### src/design/genotype_ancestry_classifier_core_defines.svh
// assertion macros shared by the classifier core
`ifndef GENOTYPE_ANCESTRY_CLASSIFIER_CORE_DEFINES_SVH
`define GENOTYPE_ANCESTRY_CLASSIFIER_CORE_DEFINES_SVH
`ifndef SYNTH
`define GAC_ASSERT_IMP(label, clk, rst_n, ante, cons) \
    label: assert property (@(posedge clk) disable iff (!rst_n) (ante) |-> (cons)) \
        else $error("implication check failed");
`define GAC_ASSERT_NXT(label, clk, rst_n, ante, cons) \
    label: assert property (@(posedge clk) disable iff (!rst_n) (ante) |=> (cons)) \
        else $error("next cycle check failed");
`else
`define GAC_ASSERT_IMP(label, clk, rst_n, ante, cons)
`define GAC_ASSERT_NXT(label, clk, rst_n, ante, cons)
`endif
`endif

### src/design/gac_pkg.sv
// constants, codes and payload types of the ancestry classifier
`default_nettype none
package gac_pkg;

    localparam int POPULATIONS = 5;
    localparam int MAX_MARKERS = 255;
    localparam int SLOTS       = 8;
    localparam int POP_W       = 3;

    localparam logic [POP_W-1:0] LAST_POP = POP_W'(POPULATIONS - 1);

    localparam int LN_W     = 21;
    localparam int LL_W     = 32;
    localparam int SPREAD_W = 24;
    localparam int CNT_W    = 8;

    localparam logic [15:0] FREQ_LO = 16'd66;
    localparam logic [15:0] FREQ_HI = 16'd65470;
    localparam int          LN2_Q16 = 45426;
    localparam int          K_LIMIT = 31;
    localparam logic [31:0] D_LIMIT = 32'(K_LIMIT * LN2_Q16);
    localparam logic [30:0] ONE_Q30 = 31'h4000_0000;
    localparam logic [3:0]  TERMS   = 4'd12;

    localparam logic [CNT_W-1:0]    HIGH_COUNT  = 8'd40;
    localparam logic [SPREAD_W-1:0] HIGH_SPREAD = 24'd983040;
    localparam logic [CNT_W-1:0]    MOD_COUNT   = 8'd20;
    localparam logic [SPREAD_W-1:0] MOD_SPREAD  = 24'd524288;

    localparam logic [15:0] UNIFORM_SHARE = 16'((65536 + POPULATIONS / 2) / POPULATIONS);

    localparam int DIV_N_W   = 47;
    localparam int DIV_D_W   = 34;
    localparam int DIV_CNT_W = 6;

    localparam int Q_DEPTH = 2;
    localparam int Q_PTR_W = 1;
    localparam int Q_CNT_W = 2;

    localparam logic OP_ADD    = 1'b0;
    localparam logic OP_FINISH = 1'b1;

    localparam logic [1:0] CONF_NONE = 2'd0;
    localparam logic [1:0] CONF_LOW  = 2'd1;
    localparam logic [1:0] CONF_MOD  = 2'd2;
    localparam logic [1:0] CONF_HIGH = 2'd3;

    localparam logic signed [3:0] TOP_NONE = -4'sd1;

    typedef struct packed {
        logic        operation;
        logic [1:0]  copies;
        logic [15:0] freq_0;
        logic [15:0] freq_1;
        logic [15:0] freq_2;
        logic [15:0] freq_3;
        logic [15:0] freq_4;
        logic [15:0] freq_5;
        logic [15:0] freq_6;
        logic [15:0] freq_7;
    } t_in_item;

    typedef struct packed {
        logic [15:0]        share_0;
        logic [15:0]        share_1;
        logic [15:0]        share_2;
        logic [15:0]        share_3;
        logic [15:0]        share_4;
        logic [15:0]        share_5;
        logic [15:0]        share_6;
        logic [15:0]        share_7;
        logic signed [3:0]  best_pop;
        logic [1:0]         confidence;
        logic [7:0]         marker_total;
    } t_out_item;

    // decoded command held in the queue between front and back
    typedef struct packed {
        logic                   finish;
        logic [1:0]             count;
        logic [SLOTS-1:0][15:0] freq;
        logic [15:0]            spread;
    } t_cmd;

endpackage
`default_nettype wire

### src/design/gac_front.sv
// front end: accepts items, decodes them and queues the commands
`default_nettype none
module gac_front (
    input  wire logic              i_clk,
    input  wire logic              i_rst_n,
    input  wire logic              i_valid,
    output logic                   o_stall,
    input  wire gac_pkg::t_in_item i_item,
    output logic                   o_cmd_valid,
    output gac_pkg::t_cmd          o_cmd,
    input  wire logic              i_cmd_pop
);

    gac_pkg::t_cmd                 r_q [gac_pkg::Q_DEPTH];
    logic [gac_pkg::Q_PTR_W-1:0]   r_wp;
    logic [gac_pkg::Q_PTR_W-1:0]   r_rp;
    logic [gac_pkg::Q_CNT_W-1:0]   r_cnt;
    logic [gac_pkg::Q_CNT_W-1:0]   n_cnt;
    logic [gac_pkg::SLOTS-1:0][15:0] w_freq;
    logic [15:0]                   w_lo;
    logic [15:0]                   w_hi;
    gac_pkg::t_cmd                 w_cmd;
    logic                          w_push;
    logic                          w_pop;

    assign w_freq = {i_item.freq_7, i_item.freq_6, i_item.freq_5, i_item.freq_4,
                     i_item.freq_3, i_item.freq_2, i_item.freq_1, i_item.freq_0};

    // spread over the populations in use
    always_comb begin
        w_lo = w_freq[0];
        w_hi = w_freq[0];
        for (int p = 1; p < gac_pkg::POPULATIONS; p++) begin
            if (w_freq[p] < w_lo) w_lo = w_freq[p];
            if (w_freq[p] > w_hi) w_hi = w_freq[p];
        end
    end

    always_comb begin
        w_cmd.finish = (i_item.operation == gac_pkg::OP_FINISH);
        w_cmd.count  = (i_item.copies == 2'd3) ? 2'd2 : i_item.copies;
        w_cmd.freq   = w_freq;
        w_cmd.spread = w_hi - w_lo;
    end

    assign o_stall     = (r_cnt == gac_pkg::Q_CNT_W'(gac_pkg::Q_DEPTH));
    assign o_cmd_valid = (r_cnt != '0);
    assign o_cmd       = r_q[r_rp];
    assign w_push      = i_valid && !o_stall;
    assign w_pop       = i_cmd_pop && o_cmd_valid;

    always_comb begin
        n_cnt = r_cnt;
        if (w_push && !w_pop) n_cnt = r_cnt + 1'b1;
        if (!w_push && w_pop) n_cnt = r_cnt - 1'b1;
    end

    always_ff @(posedge i_clk) begin
        if (!i_rst_n) begin
            r_wp  <= '0;
            r_rp  <= '0;
            r_cnt <= '0;
        end else begin
            r_cnt <= n_cnt;
            if (w_push) begin
                r_q[r_wp] <= w_cmd;
                r_wp      <= r_wp + 1'b1;
            end
            if (w_pop) r_rp <= r_rp + 1'b1;
        end
    end

endmodule
`default_nettype wire

### config.mk
export PLATFORM = sky130hd
export DESIGN_NAME = gac_front
export DESIGN_NICKNAME = d
export VERILOG_FILES = /design/src/design/genotype_ancestry_classifier_core_defines.svh /design/src/design/gac_pkg.sv /design/src/design/gac_front.sv
export SDC_FILE = /design/constraint.sdc
export NUM_CORES = 1
export LEC_CHECK = 0
export BUFFER_PORTS_ARGS = -buffer_cell sky130_fd_sc_hd__clkbuf_2
export CAP_MARGIN = 20
export CORE_MARGIN = 4
export CORE_UTILIZATION = 61
export CTS_CLUSTER_DIAMETER = 30
export DETAILED_ROUTE_END_ITERATION = 8
export PLACE_DENSITY = 0.83
export SLEW_MARGIN = 40
export SYNTH_ARGS = -nofsm -noshare
export SYNTH_HDL_FRONTEND = slang
export SYNTH_SLANG_ARGS = --single-unit
### constraint.sdc
create_clock -name i_clk -period 29.4 [get_ports i_clk]
set_input_delay 2.94 -clock i_clk [delete_from_list [all_inputs] [get_ports i_clk]]
set_output_delay 2.94 -clock i_clk [all_outputs]
set_load 0.005 [all_outputs]
# After elaboration in Yosys (flattened, before gate mapping)
# Memory sizes are Yosys's and may differ from the RTL's. A register that Yosys moved wholly into a read port is not among the register bits.
# Cells that the tools add are included.
[totals]
ff_bits = 4
ram_bits = 294
inputBits = 135
memories = 1
[memory_table]
columns = ["memory", "depth", "word_bits", "read_ports", "rd_clocked_by_memory_dff", "write_ports", "line", "text"]
rows = [
  ["r_q", 2, 147, 1, 1, 1, "gac_front.sv:14", "gac_pkg::t_cmd r_q [gac_pkg::Q_DEPTH];"],
]
[op_classes]
addsub = 5
n_lt_le_gt_ge = 8
eq_ne = 2
muxes = 16
reduce_logical = 9
[op_table]
columns = ["cell", "count"]
rows = [
  ["$mux 16", 8],
  ["$gt 16x16->1", 4],
  ["$lt 16x16->1", 4],
  ["$sub 16x16->16", 1],
  ["$mux 2", 3],
  ["$mux 1", 5],
  ["$eq 2x2->1 const B", 2],
  ["$logic_and 1x1->1", 4],
  ["$reduce_bool 2->1", 2],
  ["$logic_not 1->1", 3],
  ["$add 1x1->1 const B", 2],
  ["$add 2x1->2 const B", 1],
  ["$sub 2x1->2 const B", 1],
]

# Logic depth before layout (Yosys ltp)
[logic_depth]
word_depth = 9
depth_mapped = 66
ltp_nobuf = 60

# Worst setup path after synthesis
# Ideal clock, no wire load.
[synth_path]
path_type = "input-to-reg"
start = "input port i_valid"
end = "memory r_q[0][0] in the netlist's numbering, enable pin"
setup_ps = 863
t_arrival_ps = 13682
required_time_ps = 28537
slack_ps = 14855
cell_stages = 2
cell_sequence = "nand2_1 nor3b_1"
[synth_via]
elab_chain_cells = 4
[synth_lines]
columns = ["item", "line", "text"]
rows = [
  ["start: declaration", "gac_front.sv:6", "input wire logic i_valid,"],
  ["$logic_and 1x1->1", "gac_front.sv:49", "assign w_push = i_valid && !o_stall;"],
  ["$mux 1", "gac_front.sv:65", "if (w_push) begin"],
  ["$mux 1", "gac_front.sv:59", "if (!i_rst_n) begin"],
  ["$mux 1 (implied by the code)", "gac_front.sv:66", "r_q[r_wp] <= w_cmd;"],
  ["end: declaration", "gac_front.sv:14", ""],
]
# Every way passes these cells.

==> qor.txt <==
slowest CP cell - and2_2
vias in the first global route - 10769
CP max stage delay - 0.60 ns
Tcrit/Tclk final - 51.60%
initial DRC count - 788
CP required - 29.68 ns
Post-Synthesis Cells - 1157
Residual DRC - 0
LEAKAGE - 7.839 nW
number of antenna violations at the first check in global routing - 0
dpl cells - 1743
DR vias/cell - 5.790
Max-cap violations - 0
share of total power in combinational logic - 34.3%
ys flop type - edfxtp_1
largest net degree at the start of global routing - 77
Fmax - 0.06591 GHz
Synth Area in Adders - 9.868%
gr usage total - 26.68%
worst hold-check path type - reg -> reg
CP Launch Type - input port
Yosys reg bits - 299
Seq pwr share - 33.3%
Fin Clk Skew - 0.01386 ns
Crit path top cell by count - a21oi_1
Final Hold Viols - 0
clock root buffer - clkbuf_16
postcts setup bufs - 0
Syn Nets - 1414
Max-slew headroom - 46.69%
mapped cell area - 0.01554 mm^2
fin cells - 1831
worst hold margin - 0.5143 ns
share of cells above drive strength 1 - 36.38%
VDD IR max - 0.06937 mV
mux share of post-synthesis cell area - 14.06%
clk slew on worst S/H paths - 0.05 ns
row count - 58
die width - 167.6 um
Post-Synth Simple-Gate Area - 6.069%
post-synthesis xor/xnor area fraction - 1.127%
Seq/Total Area, Yosys - 57.44%
Antenna Violating Nets Remaining - 0
port bufs - 283
post-synthesis cell type count - 64
Synth-to-Final Area Change - 21.89%
CP endpoint kind - register
Bufs on Longest Clock Path - 3
FFs w/ async S/R, synth - 0%
critical path type - in -> reg
status - finished, final reports clean
TritonCTS buffer count - 48
Starting Density - 61.91%
Placeable Area - 0.02511 mm^2
Clk Latency, worst-skew pair - 0.55 ns
grt total ovfl - 0
IO Pins - 284
P_int - 0.001175 W
design area - 0.01895 mm^2
Antenna Cells - 0
Avg Cell Area, Syn - 13.44 um^2
worst endpoint data arrival time - 15.45 ns
RSZ-0062 raised after global routing - no
Placed Area - 0.01730 mm^2
Post-synth EDFFs - 294
RD Place Congestion - 0.9871
Final nets - 1721
TNS Setup - 0 ns
Tmin final - 15.17 ns
post-synthesis compound-gate area fraction - 8.435%
cts repair resizes - 0
Sw Pwr - 0.0005522 W
Clock Sink Count - 299
DIE AREA - 0.02810 mm^2
die height - 167.6 um
Yosys Warn Count - 0
Slew @ Worst Pin - 0.7997 ns
Final Max Slew Viols - 0
Detailed Routing Iterations Pass 1 - 5
power per cell area - 91.15 mW/mm^2
H-tree depth - 2
DPL Wire Length - 27920 um
Via Count - 10602
switching share of total power - 31.97%
hold_buf cts - 0
first-pass GRT wire length - 59470 um
CTS tree - done
final setup violation count - 0
CP max FO - 28
Clock Power Share - 32.4%
WL final - 38060 um
drt wl/cell - 20.79 um
largest family of logic cells by synthesized area - multiplexers
path summary, 6_finish.rpt:
check	start	to	slack, ns	cells after the start
max reg2reg	r_cnt[0]	r_q[1][56]	26.33	4
min reg2reg	r_cnt[1]	r_cnt[1]	0.51	2
min	r_cnt[1]	r_cnt[1]	0.51	2
max	i_item[127]	r_q[1][14]	14.23	63
state kept, by name, summed over array words and instances (netlist names), named ones only:
name	flops
r_rp	1
r_q	294
r_wp	1
r_cnt	2
through the flow:
stage | total power (W) | setup WS, ns | util [%]
after floorplan | 0.0009890 | 14.86 | -
final | 0.001727 | 14.23 | 75.46
after CTS | 0.001736 | 14.16 | 75.41
after global placement | 0.001153 | 13.74 | 68.79
after global routing | 0.001823 | 13.11 | 75.46
after detailed placement | 0.001168 | 13.72 | 68.91
final cells by class:
type                            instances  area (um^2)
Inverter                               80        300.3
Clock inverter                         32        382.9
Clock buffer                           55         1249
Multi-Input combinational cell        741         6161
Sequential cell                       299         8932
Timing Repair Buffer                  294         1510
Fill cell                            1627         6161
Tap cell                              330        412.9
placed cells by master, fill, tap and decap left out, types with 17 or more instances in the layout:
master	count
inv_1	80
o21ai_0	40
edfxtp_1	294
clkbuf_16	49
clkbuf_2	283
nand2_1	35
nor2b_1	17
ha_1	121
mux2_2	150
nor2_1	82
a21oi_1	96
mux2i_1	47
layer usage:
layer / GRT usage, % / share of wire, % / up-vias
met3: 5.005 / 7.4 / 67
met5: 0 / 0 / -
met2: 45.03 / 49 / 435
li1: - / - / 4991
met4: 7.304 / 2.4 / 0
met1: 35.86 / 42 / 5109
synthesized netlist by cell type (all sizes together) (3+ instances only):
master / instances / area [um^2]
a21o: 17 / 127.6
and4: 6 / 52.55
o21a: 6 / 45.04
nor2b: 17 / 106.4
a211oi: 6 / 70.07
nor3: 5 / 25.02
nand2: 36 / 137.6
inv: 80 / 300.3
edfxtp: 294 / 8828
a2111oi: 3 / 32.53
clkbuf: 29 / 108.9
o21bai: 4 / 30.03
o211ai: 4 / 35.03
mux2: 152 / 1715
and2: 5 / 31.28
or2: 3 / 18.77
o31ai: 3 / 36.28
buf: 8 / 57.55
nand2b: 10 / 62.56
xnor2: 15 / 131.4
a21boi: 3 / 22.52
ha: 121 / 1514
a21oi: 96 / 480.5
mux2i: 47 / 470.5
nand3: 8 / 45.04
a31oi: 5 / 37.53
xor2: 5 / 43.79
nor2: 82 / 307.8
nand4: 15 / 100.1
o21ai: 43 / 215.2
dfxtp: 5 / 100.1
logic make-up (layout without fill, tap and decap cells):
logic type	after synthesis	after routing
and+or+nand+nor	193	193
muxes	199	199
xor gates and xnor gates	20	20
adders and majority gates	122	122
buffers and inverters	117	461
AOI/OAI and AO/OA	207	207
DFF	299	299
power by group through the flow:
stage	sequential, W	combinational (W)	clock [W]
3_3_place_gp	0.000581	0.000572	0
5_1_grt	0.000581	0.000655	0.000588
3_5_place_dp	0.000584	0.000584	0
2_1_floorplan	0.000582	0.000407	0
4_1_cts	0.000576	0.000593	0.000567
6_report	0.000576	0.000592	0.000559
worst max-delay path: cells and delay by family:
family	cells	cell delay (ns)
muxes	2	0.66
AOI/OAI and AO/OA	30	5.71
adders and majority gates	6	1.87
and+or+nand+nor	16	3.00
xor gates and xnor gates	1	0.11
buffers and inverters	8	1.12
Power figures use the tool's default switching activity.
